$ cat src/hdl/assert_macros.svh
// Assertion macros shared by the RTL of the maze carver.
// No dependencies; compiled out when SYNTHESIS is defined.
`ifndef ASSERT_MACROS_SVH
`define ASSERT_MACROS_SVH
`ifndef SYNTHESIS
`define ASSERT_PROP(label, clk, rstn, prop, msg) \
	label: assert property (@(posedge clk) disable iff (!rstn) (prop)) else $error(msg);
`define ASSERT_NEXT(label, clk, rstn, ante, cons, msg) \
	label: assert property (@(posedge clk) disable iff (!rstn) (ante) |=> (cons)) else $error(msg);
`else
`define ASSERT_PROP(label, clk, rstn, prop, msg)
`define ASSERT_NEXT(label, clk, rstn, ante, cons, msg)
`endif
`endif

$ cat src/hdl/rwmc_pkg.sv
// Types and codes of the random-walk maze carver.
// No dependencies.
`timescale 1ns / 1ps
package rwmc_pkg;

	typedef struct packed {
		logic       mode;
		logic [7:0] pick;
	} item_t;

	typedef struct packed {
		logic [4:0] from_row;
		logic [5:0] from_col;
		logic [4:0] to_row;
		logic [5:0] to_col;
		logic       carved;
		logic       done_res;
	} result_t;

	typedef enum logic [1:0] {
		REG_ROWS      = 2'd0,
		REG_COLS      = 2'd1,
		REG_START_ROW = 2'd2,
		REG_START_COL = 2'd3
	} cfg_reg_t;

	typedef enum logic {
		ST_IDLE   = 1'b0,
		ST_UPDATE = 1'b1
	} ctrl_state_t;

	localparam logic MODE_START = 1'b0;

endpackage

$ cat src/hdl/rwmc_ram.sv
// Generic single-write, single-read RAM with registered read data.
// No dependencies.
`timescale 1ns / 1ps
module rwmc_ram #(
	parameter int WIDTH = 64,
	parameter int DEPTH = 32
) (
	input  logic                     clk,
	input  logic                     we,
	input  logic [$clog2(DEPTH)-1:0] waddr,
	input  logic [WIDTH-1:0]         wdata,
	input  logic                     re,
	input  logic [$clog2(DEPTH)-1:0] raddr,
	output logic [WIDTH-1:0]         rdata
);

	logic [WIDTH-1:0] mem [DEPTH];

	always_ff @(posedge clk) begin
		if (we) begin
			mem[waddr] <= wdata;
		end
		if (re) begin
			rdata <= mem[raddr];
		end
	end

endmodule

$ cat src/hdl/random_walk_maze_carver.sv
// Aldous-Broder random-walk maze carver: top level, uses rwmc_pkg and rwmc_ram.
// Each transaction is accepted with its visited-row read, then updated and written back.
// Result is registered on leaving update, which result_stall can hold; no new item is taken
// before then, due to the read-modify-write of one visited-map row and the walker it moves.
// arst_n resets control state, config registers (to 30x50, start 0,0), walker, count and row valid bits;
// the visited map needs no clearing pass (per-row valid bits, cleared on start).
`timescale 1ns / 1ps
`include "assert_macros.svh"
module random_walk_maze_carver
	import rwmc_pkg::*;
#(
	parameter int MAX_ROWS = 32,
	parameter int MAX_COLS = 64
) (
	input  logic        clk,
	input  logic        arst_n,
	// item channel
	input  logic        item_valid,
	output logic        item_stall,
	input  item_t       item,
	// result channel
	output logic        result_valid,
	input  logic        result_stall,
	output result_t     result,
	// configuration
	input  logic        psel,
	input  logic        penable,
	input  logic        pwrite,
	input  logic [3:0]  paddr,
	input  logic [31:0] pwdata,
	output logic [31:0] prdata,
	output logic        pready
);

	localparam int RW     = $clog2(MAX_ROWS);
	localparam int CW     = $clog2(MAX_COLS);
	localparam int SRW    = $clog2(MAX_ROWS + 1);
	localparam int SCW    = $clog2(MAX_COLS + 1);
	localparam int MR_EFF = (MAX_ROWS < 63) ? MAX_ROWS : 63;
	localparam int MC_EFF = (MAX_COLS < 127) ? MAX_COLS : 127;
	localparam int CNTW   = $clog2(MR_EFF * MC_EFF + 1);
	localparam int RST_ROWS  = (MAX_ROWS < 30) ? MAX_ROWS : 30;
	localparam int RST_COLS  = (MAX_COLS < 50) ? MAX_COLS : 50;
	localparam int RST_TOTAL = RST_ROWS * RST_COLS;

	// configuration registers
	logic [5:0] rows_cfg_q;
	logic [6:0] cols_cfg_q;
	logic [4:0] start_row_cfg_q;
	logic [5:0] start_col_cfg_q;

	// walk state
	ctrl_state_t        state_q, state_d;
	logic [SRW-1:0]     maze_rows_q;
	logic [SCW-1:0]     maze_cols_q;
	logic [CNTW-1:0]    total_q;
	logic [CNTW-1:0]    count_q;
	logic [RW-1:0]      walker_row_q;
	logic [CW-1:0]      walker_col_q;
	logic [MAX_ROWS-1:0] row_valid_q;
	logic               result_valid_q;
	result_t            result_q;

	// first-stage registers
	logic               start_s1;
	logic               move_s1;
	logic               done_s1;
	logic [RW-1:0]      tr_s1;
	logic [CW-1:0]      tc_s1;
	logic [SRW-1:0]     size_r_s1;
	logic [SCW-1:0]     size_c_s1;

	logic accept, complete;

	//------------------------------------------------------------------
	// Configuration port
	//------------------------------------------------------------------
	cfg_reg_t cfg_sel;
	assign cfg_sel = cfg_reg_t'(paddr[3:2]);
	assign pready  = 1'b1;

	always_ff @(posedge clk or negedge arst_n) begin
		if (!arst_n) begin
			rows_cfg_q      <= 6'd30;
			cols_cfg_q      <= 7'd50;
			start_row_cfg_q <= 5'd0;
			start_col_cfg_q <= 6'd0;
		end else if (psel && penable && pwrite && pready) begin
			case (cfg_sel)
				REG_ROWS:      rows_cfg_q      <= pwdata[5:0];
				REG_COLS:      cols_cfg_q      <= pwdata[6:0];
				REG_START_ROW: start_row_cfg_q <= pwdata[4:0];
				REG_START_COL: start_col_cfg_q <= pwdata[5:0];
				default: ;
			endcase
		end
	end

	always_comb begin
		case (cfg_sel)
			REG_ROWS:      prdata = {26'd0, rows_cfg_q};
			REG_COLS:      prdata = {25'd0, cols_cfg_q};
			REG_START_ROW: prdata = {27'd0, start_row_cfg_q};
			REG_START_COL: prdata = {26'd0, start_col_cfg_q};
			default:       prdata = 32'd0;
		endcase
	end

	//------------------------------------------------------------------
	// Control
	//------------------------------------------------------------------
	always_comb begin
		state_d = state_q;
		case (state_q)
			ST_IDLE:   if (accept) state_d = ST_UPDATE;
			ST_UPDATE: if (complete) state_d = ST_IDLE;
			default:   state_d = ST_IDLE;
		endcase
	end

	always_comb begin
		item_stall = 1'b1;
		complete   = 1'b0;
		case (state_q)
			ST_IDLE:   item_stall = 1'b0;
			ST_UPDATE: complete   = !result_valid_q || !result_stall;
			default: ;
		endcase
	end

	assign accept = item_valid && !item_stall;

	always_ff @(posedge clk or negedge arst_n) begin
		if (!arst_n) begin
			state_q <= ST_IDLE;
		end else begin
			state_q <= state_d;
		end
	end

	//------------------------------------------------------------------
	// Stage 1: size clamp, neighbour choice, row read
	//------------------------------------------------------------------
	logic [SRW-1:0] clamp_r;
	logic [SCW-1:0] clamp_c;
	logic [RW-1:0]  start_r;
	logic [CW-1:0]  start_c;

	always_comb begin
		if (rows_cfg_q == 6'd0) begin
			clamp_r = SRW'(1);
		end else if (9'(rows_cfg_q) > 9'(MAX_ROWS)) begin
			clamp_r = SRW'(MAX_ROWS);
		end else begin
			clamp_r = SRW'(rows_cfg_q);
		end
		if (cols_cfg_q == 7'd0) begin
			clamp_c = SCW'(1);
		end else if (9'(cols_cfg_q) > 9'(MAX_COLS)) begin
			clamp_c = SCW'(MAX_COLS);
		end else begin
			clamp_c = SCW'(cols_cfg_q);
		end
		if (9'(start_row_cfg_q) >= 9'(clamp_r)) begin
			start_r = RW'(9'(clamp_r) - 9'd1);
		end else begin
			start_r = RW'(start_row_cfg_q);
		end
		if (9'(start_col_cfg_q) >= 9'(clamp_c)) begin
			start_c = CW'(9'(clamp_c) - 9'd1);
		end else begin
			start_c = CW'(start_col_cfg_q);
		end
	end

	logic [3:0]    cand_ok;
	logic [RW-1:0] cand_r [4];
	logic [CW-1:0] cand_c [4];
	logic [2:0]    n_cand;
	logic [1:0]    k_sel;
	logic [3:0]    dig_sum;
	logic [2:0]    fold1, fold2;
	logic [1:0]    pick_mod3;
	logic [RW-1:0] sel_r;
	logic [CW-1:0] sel_c;
	logic [2:0]    seen;

	always_comb begin
		cand_ok[0] = (9'(walker_row_q) + 9'd1) < 9'(maze_rows_q);
		cand_ok[1] = (9'(walker_col_q) + 9'd1) < 9'(maze_cols_q);
		cand_ok[2] = walker_row_q != '0;
		cand_ok[3] = walker_col_q != '0;
		cand_r[0]  = RW'(walker_row_q + RW'(1));
		cand_c[0]  = walker_col_q;
		cand_r[1]  = walker_row_q;
		cand_c[1]  = CW'(walker_col_q + CW'(1));
		cand_r[2]  = RW'(walker_row_q - RW'(1));
		cand_c[2]  = walker_col_q;
		cand_r[3]  = walker_row_q;
		cand_c[3]  = CW'(walker_col_q - CW'(1));
		n_cand = 3'(cand_ok[0]) + 3'(cand_ok[1]) + 3'(cand_ok[2]) + 3'(cand_ok[3]);

		// pick mod 3 by summing base-4 digits (4 == 1 mod 3)
		dig_sum   = 4'(item.pick[1:0]) + 4'(item.pick[3:2])
		          + 4'(item.pick[5:4]) + 4'(item.pick[7:6]);
		fold1     = 3'(dig_sum[1:0]) + 3'(dig_sum[3:2]);
		fold2     = 3'(fold1[1:0]) + 3'(fold1[2]);
		pick_mod3 = (fold2 >= 3'd3) ? 2'(fold2 - 3'd3) : fold2[1:0];

		case (n_cand)
			3'd2:    k_sel = {1'b0, item.pick[0]};
			3'd3:    k_sel = pick_mod3;
			3'd4:    k_sel = item.pick[1:0];
			default: k_sel = 2'd0;
		endcase

		// k-th in-bounds neighbour in list order
		sel_r = walker_row_q;
		sel_c = walker_col_q;
		seen  = 3'd0;
		for (int i = 0; i < 4; i++) begin
			if (cand_ok[i]) begin
				if (seen == 3'(k_sel)) begin
					sel_r = cand_r[i];
					sel_c = cand_c[i];
				end
				seen = seen + 3'd1;
			end
		end
	end

	logic step_done;
	assign step_done = count_q >= total_q;

	always_ff @(posedge clk) begin
		if (accept) begin
			start_s1  <= item.mode == MODE_START;
			done_s1   <= step_done;
			move_s1   <= (item.mode != MODE_START) && !step_done && (n_cand != 3'd0);
			size_r_s1 <= clamp_r;
			size_c_s1 <= clamp_c;
			if (item.mode == MODE_START) begin
				tr_s1 <= start_r;
				tc_s1 <= start_c;
			end else if (!step_done && (n_cand != 3'd0)) begin
				tr_s1 <= sel_r;
				tc_s1 <= sel_c;
			end else begin
				tr_s1 <= walker_row_q;
				tc_s1 <= walker_col_q;
			end
		end
	end

	//------------------------------------------------------------------
	// Visited map
	//------------------------------------------------------------------
	logic                ram_we;
	logic [MAX_COLS-1:0] ram_wdata;
	logic [MAX_COLS-1:0] ram_rdata;

	// write in stage 2 lands before the next item's read, so no forwarding is needed
	rwmc_ram #(
		.WIDTH (MAX_COLS),
		.DEPTH (MAX_ROWS)
	) u_visited (
		.clk   (clk),
		.we    (ram_we),
		.waddr (tr_s1),
		.wdata (ram_wdata),
		.re    (accept),
		.raddr (sel_r),
		.rdata (ram_rdata)
	);

	//------------------------------------------------------------------
	// Stage 2: check/mark, move walker, load result
	//------------------------------------------------------------------
	logic [MAX_COLS-1:0] col_bit;
	logic [MAX_COLS-1:0] row_word;
	logic                carve;
	logic [CNTW-1:0]     count_d;
	logic [CNTW-1:0]     total_new;
	logic                done_out;
	logic [RW+4:0]       fr_ext, tr_ext;
	logic [CW+5:0]       fc_ext, tc_ext;

	always_comb begin
		col_bit        = '0;
		col_bit[tc_s1] = 1'b1;
		row_word       = row_valid_q[tr_s1] ? ram_rdata : '0;
		carve          = move_s1 && !row_word[tc_s1];
		total_new      = CNTW'(size_r_s1) * CNTW'(size_c_s1);
		count_d        = count_q + CNTW'(carve);
		ram_we         = complete && (start_s1 || carve);
		ram_wdata      = start_s1 ? col_bit : (row_word | col_bit);
		if (start_s1) begin
			done_out = (size_r_s1 == SRW'(1)) && (size_c_s1 == SCW'(1));
		end else if (done_s1) begin
			done_out = 1'b1;
		end else begin
			done_out = count_d >= total_q;
		end
		fr_ext = (RW + 5)'(start_s1 ? tr_s1 : walker_row_q);
		fc_ext = (CW + 6)'(start_s1 ? tc_s1 : walker_col_q);
		tr_ext = (RW + 5)'(tr_s1);
		tc_ext = (CW + 6)'(tc_s1);
	end

	always_ff @(posedge clk or negedge arst_n) begin
		if (!arst_n) begin
			maze_rows_q    <= SRW'(RST_ROWS);
			maze_cols_q    <= SCW'(RST_COLS);
			total_q        <= CNTW'(RST_TOTAL);
			count_q        <= '0;
			walker_row_q   <= '0;
			walker_col_q   <= '0;
			row_valid_q    <= '0;
			result_valid_q <= 1'b0;
		end else begin
			if (complete) begin
				result_valid_q <= 1'b1;
				walker_row_q   <= tr_s1;
				walker_col_q   <= tc_s1;
				if (start_s1) begin
					maze_rows_q        <= size_r_s1;
					maze_cols_q        <= size_c_s1;
					total_q            <= total_new;
					count_q            <= CNTW'(1);
					row_valid_q        <= '0;
					row_valid_q[tr_s1] <= 1'b1;
				end else if (carve) begin
					count_q            <= count_d;
					row_valid_q[tr_s1] <= 1'b1;
				end
			end else if (!result_stall) begin
				result_valid_q <= 1'b0;
			end
		end
	end

	always_ff @(posedge clk) begin
		if (complete) begin
			result_q.from_row <= fr_ext[4:0];
			result_q.from_col <= fc_ext[5:0];
			result_q.to_row   <= tr_ext[4:0];
			result_q.to_col   <= tc_ext[5:0];
			result_q.carved   <= carve;
			result_q.done_res <= done_out;
		end
	end

	assign result_valid = result_valid_q;
	assign result       = result_q;

	//------------------------------------------------------------------
	// Assertions
	//------------------------------------------------------------------
	`ASSERT_NEXT(a_accept_to_update, clk, arst_n, accept, state_q == ST_UPDATE, "accepted item did not enter update")
	`ASSERT_PROP(a_count_bound, clk, arst_n, count_q <= total_q, "visited count exceeds grid size")
	`ASSERT_PROP(a_carve_moves, clk, arst_n, !(result_valid_q && result_q.carved) || (result_q.from_row != result_q.to_row) || (result_q.from_col != result_q.to_col), "carve reported without a move")
	`ASSERT_PROP(a_done_full, clk, arst_n, !(result_valid_q && result_q.done_res) || (count_q == total_q), "done reported with cells left")

endmodule
$ cat config.mk
export PLATFORM = sky130hd
export DESIGN_NAME = random_walk_maze_carver
export DESIGN_NICKNAME = d
export VERILOG_FILES = /design/src/hdl/rwmc_pkg.sv /design/src/hdl/rwmc_ram.sv /design/src/hdl/random_walk_maze_carver.sv
export VERILOG_INCLUDE_DIRS = /design/src /design/src/hdl
export SDC_FILE = /design/constraint.sdc
export NUM_CORES = 2
export LEC_CHECK = 0
export BUFFER_PORTS_ARGS = -buffer_cell sky130_fd_sc_hd__buf_2
export CAP_MARGIN = 20
export CORE_MARGIN = 3
export CORE_UTILIZATION = 45
export CTS_BUF_LIST = sky130_fd_sc_hd__clkbuf_2 sky130_fd_sc_hd__clkbuf_4 sky130_fd_sc_hd__clkbuf_8
export DETAILED_ROUTE_END_ITERATION = 6
export GPL_TIMING_DRIVEN = 1
export PLACE_DENSITY = 0.65
export SETUP_SLACK_MARGIN = 0.4
export SLEW_MARGIN = 20
export SYNTH_ARGS = -nofsm -noshare
export SYNTH_HDL_FRONTEND = slang
export SYNTH_HIERARCHICAL = 1
export SYNTH_SLANG_ARGS = --single-unit
$ cat constraint.sdc
create_clock -name clk -period 13.6 [get_ports clk]
set_clock_uncertainty 0.05 [all_clocks]
set_input_delay 1.36 -clock clk [delete_from_list [all_inputs] [get_ports clk]]
set_output_delay 1.36 -clock clk [all_outputs]
set_load 0.01 [all_outputs]
## Word-level counts from Yosys, hierarchy flattened

Memories as Yosys holds them, arrays and structs flattened. A register that Yosys moved wholly into a read port is not among the register bits.
Cells that the tools add are included.

- Bits of input ports: 52
- Flip-flop bits (word level): 157
- Output and inout bits: 59
- Bits in writable memories: 2048
- Memories: 1

- Add/sub/neg operators: 20
- Eq/ne operators: 12
- Order comparisons: 13
- Reduce and logical (&&, ||, !) cells: 31
- Mux-type cells: 57
- Bitwise gates (word level): 4
- Multipliers: 1

Memory list:

| memory | depth | width | read ports | clocked after memory_dff | wr ports | RTL line | RTL |
|---|---|---|---|---|---|---|---|
| u_visited.mem | 32 | 64 | 1 | 1 | 1 | rwmc_ram.sv:17 | `logic [WIDTH-1:0] mem [DEPTH];` |

Operator list:

| cell | number |
|---|---|
| 64-bit 2-to-1 mux | 2 |
| 32-bit one-hot mux with 4 select lines | 1 |
| 6-bit 2-to-1 mux | 12 |
| 32-bit 2-to-1 mux | 2 |
| 64-bit bitwise OR | 1 |
| 5-bit 2-to-1 mux | 12 |
| 32-bit bitwise OR | 1 |
| 12-bit greater-or-equal comparator | 2 |
| 12-bit 2-to-1 mux | 2 |
| 1-bit 2-to-1 mux | 15 |
| 7-bit 2-to-1 mux | 2 |
| 12-bit by 1-bit adder with 12-bit output | 1 |
| 6-bit by 7-bit multiplier with 12-bit output | 1 |
| 2-bit AND reduction | 6 |
| 6-bit by 1-bit subtractor with 6-bit output (second input constant) | 2 |
| 1-bit logical AND | 11 |
| 5-bit by 1-bit subtractor with 5-bit output (second input constant) | 2 |
| 3-bit by 2-bit equality test with 1-bit output | 3 |
| 6-bit by 1-bit adder with 7-bit output (second input constant) | 1 |
| 7-bit by 1-bit equality test with 1-bit output (second input constant) | 1 |
| 6-bit by 7-bit greater-or-equal comparator with 1-bit output | 1 |
| 7-bit greater-than comparator (second input constant) | 1 |
| 7-bit zero test | 1 |
| 6-bit by 7-bit < comparator with 1-bit output (second input constant) | 1 |
| other kinds (42) | 54 |

## Depth between registers and ports, before layout

- Depth in word-level cells: 19
- Depth in mapped cells: 27
- Mapped depth without buffers: 21

## Modules after synthesis

The synthesis kept the hierarchy.

Modules (own cells, without submodules):

| module | sequential area each (um^2) | cells each | instances | area each (um^2) |
|---|---|---|---|---|
| rwmc_ram | 63420.8 | 3097 | 1 | 79618.9 |
| random_walk_maze_carver | 4210.3 | 1213 | 1 | 12105.4 |

## Worst setup path before layout

No wires, ideal clock.

- Path kind: input -> register
- Start point: input item[1] (netlist name)
- End point: register u_visited.rdata[28] (read register of u_visited.mem) (data pin)
- Required time: 13.290 ns
- Cell stages on the path: 22
- Arrival time: 7.650 ns
- Path slack: 5.641 ns
- Setup time: 0.260 ns
- Path through: fa_1 inv_1 fa_1 inv_1 ha_1 fa_1 ha_1 fa_1 ha_1 fa_1 xnor2_1 o32a_1 o211ai_1 a31oi_2 clkbuf_1 a21oi_1 xnor2_1 buf_2 clkbuf_1 mux4_2 mux4_2 mux2_2

- Longest elaborated chain between the ends: 17

Ends and longest elaborated chain:

| what | RTL line | RTL |
|---|---|---|
| start: declaration | random_walk_maze_carver.sv:20 | `input item_t item,` |
| 2-bit by 2-bit adder with 3-bit output | random_walk_maze_carver.sv:204 | `dig_sum = 4'(item.pick[1:0]) + 4'(item.pick[3:2])` |
| 3-bit by 2-bit adder with 4-bit output | random_walk_maze_carver.sv:205 | `+ 4'(item.pick[5:4]) + 4'(item.pick[7:6]);` |
| 4-bit by 2-bit adder with 4-bit output | random_walk_maze_carver.sv:205 |  |
| 2-bit by 2-bit adder with 3-bit output | random_walk_maze_carver.sv:206 | `fold1 = 3'(dig_sum[1:0]) + 3'(dig_sum[3:2]);` |
| 2-bit by 1-bit adder with 3-bit output | random_walk_maze_carver.sv:207 | `fold2 = 3'(fold1[1:0]) + 3'(fold1[2]);` |
| 3-bit by 2-bit greater-or-equal comparator with 1-bit output or 2-bit subtractor (tied branches) | random_walk_maze_carver.sv:208 | `pick_mod3 = (fold2 >= 3'd3) ? 2'(fold2 - 3'd3) : fold2[1:0];` |
| 2-bit 2-to-1 mux | random_walk_maze_carver.sv:208 |  |
| 2-bit one-hot mux with 3 select lines (*) | random_walk_maze_carver.sv:210 | `case (n_cand)` |
| [... 2 more ...] | -- |  |
| 5-bit 2-to-1 mux | random_walk_maze_carver.sv:222 | `if (cand_ok[i]) begin` |
| 5-bit 2-to-1 mux | random_walk_maze_carver.sv:223 | `if (seen == 3'(k_sel)) begin` |
| 5-bit 2-to-1 mux | random_walk_maze_carver.sv:222 |  |
| 5-bit 2-to-1 mux | random_walk_maze_carver.sv:223 |  |
| 5-bit 2-to-1 mux | random_walk_maze_carver.sv:222 |  |
| 5-bit 2-to-1 mux | random_walk_maze_carver.sv:223 |  |
| 5-bit 2-to-1 mux (*) | random_walk_maze_carver.sv:222 |  |
| net sel_r[0] | random_walk_maze_carver.sv:184 | `logic [RW-1:0] sel_r;` |
| end: declaration | rwmc_ram.sv:14 | `output logic [WIDTH-1:0] rdata` |

Mark *: on every way through the listed nets, which the timed path passes. The rest lies on a longest branch.
A chain may end at the register's enable or synchronous reset.

## Final worst setup path

- Start point: input item[1] (netlist name)
- End point: register u_visited.rdata[3] (read register of u_visited.mem) (data pin)

Same word-level chain as after synthesis.

==> results.yml <==
outcome:
  status: "complete, no violations"
die:
  fp-row-count: 165
  die_y_um: 457
  io_pins: 111
  start_util_pct: 45.3
  core_area_um2: 202000
  die_area_um2: 209000
  die_x_um: 457
synth:
  synth_top_area_cell: "edfxtp_1"
  avgSynthCellArea_um2: 21.3
  yosysSeqAreaShare_pct: 73.7
  synth_edf_count: 2163
  synth_cells: 4310
  synth_common_cells: "edfxtp_1, mux4_2, nand2_1"
  async_reset_ff_share_pct: 4.67
  ys_ff_latch: 2269
  syn_area_um2: 91700
  yosysMostFrequentCell: "edfxtp_1"
  yosysUniqueCellTypes: 87
  synth_top_area_share_pct: 70.8
  ys_warn_count: 6
  synth_ff_type: "edfxtp_1"
  synth_area_leaders: "edfxtp_1, mux4_2, dfrtp_1"
clocking:
  insertion_delay_ns: 1.02
  cts_tree: "done"
  cts_sinks: 2269
  cts-resized-gates: 0
  cts.path.max_buffers: 4
  root_buffer: "clkbuf_8"
  cts_max_level: 5
  postCtsSetupRepairBufs: 0
  clk_pin_slew_worst_paths_ns: 0.06
  numCtsBuffers: 378
  cts-hold-fix-buffers: 0
finish:
  finalCoreUtilization_pct: 50.8
  nets: 4802
  areaGrowthSynthToFinish_pct: 12.1
  fillCellCount: 16000
  stdcell_area_um2: 103000
  drive_above_1_share_pct: 32.5
placement:
  dp_hpwl_mm: 119
  placed_area_um2: 95600
  pre_cts_ws_ns: 3.41
  port_buffers: 57
  place_congestion: 0.815
timing:
  worst_slew_pin_slew_ns: 1.21
  relSlewSlack_pct: 19.5
  hold_viol: 0
  fin_crit_ns: 8.93
  slew_violations: 0
  finalSetupViolCount: 0
  fin_crit_sh_pct: 65.7
  fin_ws_ns: 4.67
  totalNegativeSetupSlack_ns: 0
  clock.fmax_mhz: 112
  grt_setup_unrepaired: "false"
global_routing:
  grt_util_all_layers_pct: 22.2
  grt_max_degree: 129
  grt_pass1_vias: 47300
  grt_antenna_before_repair: 4
  grt.overflow.total: 0
  grt_first_pass_wirelength_mm: 336
routing:
  drt_pass1_iterations: 5
  detail_route.vias_per_cell: 6.14
  drt_iter0_drc: 5384
  ant_nets: 0
  route.vias.total: 46600
  drc_errors: 0
  routed_wl_mm: 233
  drt-wirelength-per-cell_um: 30.7
critical_path:
  crit_type: "input pin to register"
  worstPathArrival_ns: 9.61
  critPathMaxFanout: 111
  required_ns: 14.27
  end_kind: "register"
  reg2reg_slack_ns: 4.75
  critPathLaunchType: "input pin"
worst_hold_path:
  hp-class: "input pin to asynchronous set/reset pin"
flow_run:
  max_cap_viol_count: 0
-- cell usage in the layout, fill, tap and decap left out, types with 56 or more instances in the layout --
cell type	synthesis	layout
clkbuf_8	0	393
buf_2	69	56
mux2i_1	62	62
buf_4	52	113
mux4_2	616	616
nand2_1	127	126
nor2_1	93	59
mux2_2	124	124
ha_1	83	83
clkinv_1	2	85
edfxtp_1	2163	2163
clkbuf_4	0	122
inv_1	82	82
dfrtp_1	85	85
-- state kept, by name, indices dropped and copies added, names as in the netlist, 7 cells and up --
register / cells
maze_cols_q: 7
result: 24
row_valid_q: 32
total_q: 12
u_visited/mem: 2048
cols_cfg_q: 7
u_visited/rdata: 64
count_q: 12
size_c_s1: 7
-- per-layer routing --
layer	vias to the layer above	share of wire (%)	global-route usage [%]
met5	-	0	0
li1	18600	-	-
met2	2367	48	35.2
met3	468	9.0	4.30
met1	25100	40	31.3
met4	0	2.9	7.20
-- area by class of cell --
| cell class | count | area [µm²] | area share, % |
|---|---|---|---|
| antenna | 4 | 10.0 | 0.00974 |
| clock buffer | 515 | 6320 | 6.15 |
| timing repair buffer | 184 | 1420 | 1.38 |
| sequential | 2269 | 67600 | 65.8 |
| clock inverter | 131 | 723 | 0.703 |
| inverter | 86 | 323 | 0.314 |
| multi-input combinational | 1721 | 23000 | 22.4 |
| tap | 2672 | 3340 | 3.25 |
-- logic make-up (layout without fill, tap and decap cells) --
family / count (synthesis) / after routing / synth area share (%)
DFF: 2269 / 2269 / 73.7
muxes: 806 / 806 / 17.4
and+or+nand+nor: 409 / 409 / 2.22
buffers and inverters: 344 / 916 / 1.78
AOI/OAI and AO/OA: 324 / 324 / 2.67
adders and majority gates: 110 / 110 / 1.72
xor gates and xnor gates: 46 / 46 / 0.439
other: 2 / 30 / 0.00819
-- stage by stage --
| stage | hold WS (ns) | instances |
|---|---|---|
| after floorplan | 0.371 | 4334 |
| after global placement | 0.419 | 6928 |
| after detailed placement | 0.419 | 6929 |
| after CTS | 0.250 | 7575 |
| after global routing | 0.315 | 7580 |
| final | 0.343 | 7582 |
-- path summary, 6_finish.rpt --
check | from | to | depth (start not counted)
max | item[1] | u_visited/rdata[3] | 22
min | arst_n | row_valid_q[17] | 1
max reg2reg | walker_row_q[2] | u_visited/rdata[3] | 20
min reg2reg | total_q[8] | total_q[8] | 2
max in group asynchronous | arst_n | state_q | 2
min in group clk | total_q[8] | total_q[8] | 2
-- critical path, cell delays in order --
cell	delay [ns]
buf_2	0.15
fa_1	0.54
inv_1	0.05
fa_1	0.50
inv_1	0.04
ha_1	0.19
fa_1	0.45
ha_1	0.20
fa_1	0.36
ha_1	0.35
fa_1	0.43
xnor2_1	0.44
o32a_1	0.31
o211ai_1	0.16
a31oi_4	0.61
a21oi_1	0.15
xnor2_2	0.61
buf_4	0.47
buf_12	0.71
mux4_2	0.61
mux4_2	0.50
mux2_2	0.29
Power is not shown: default switching activity piles up to over one toggle a cycle in this logic, so the estimate is an artifact.
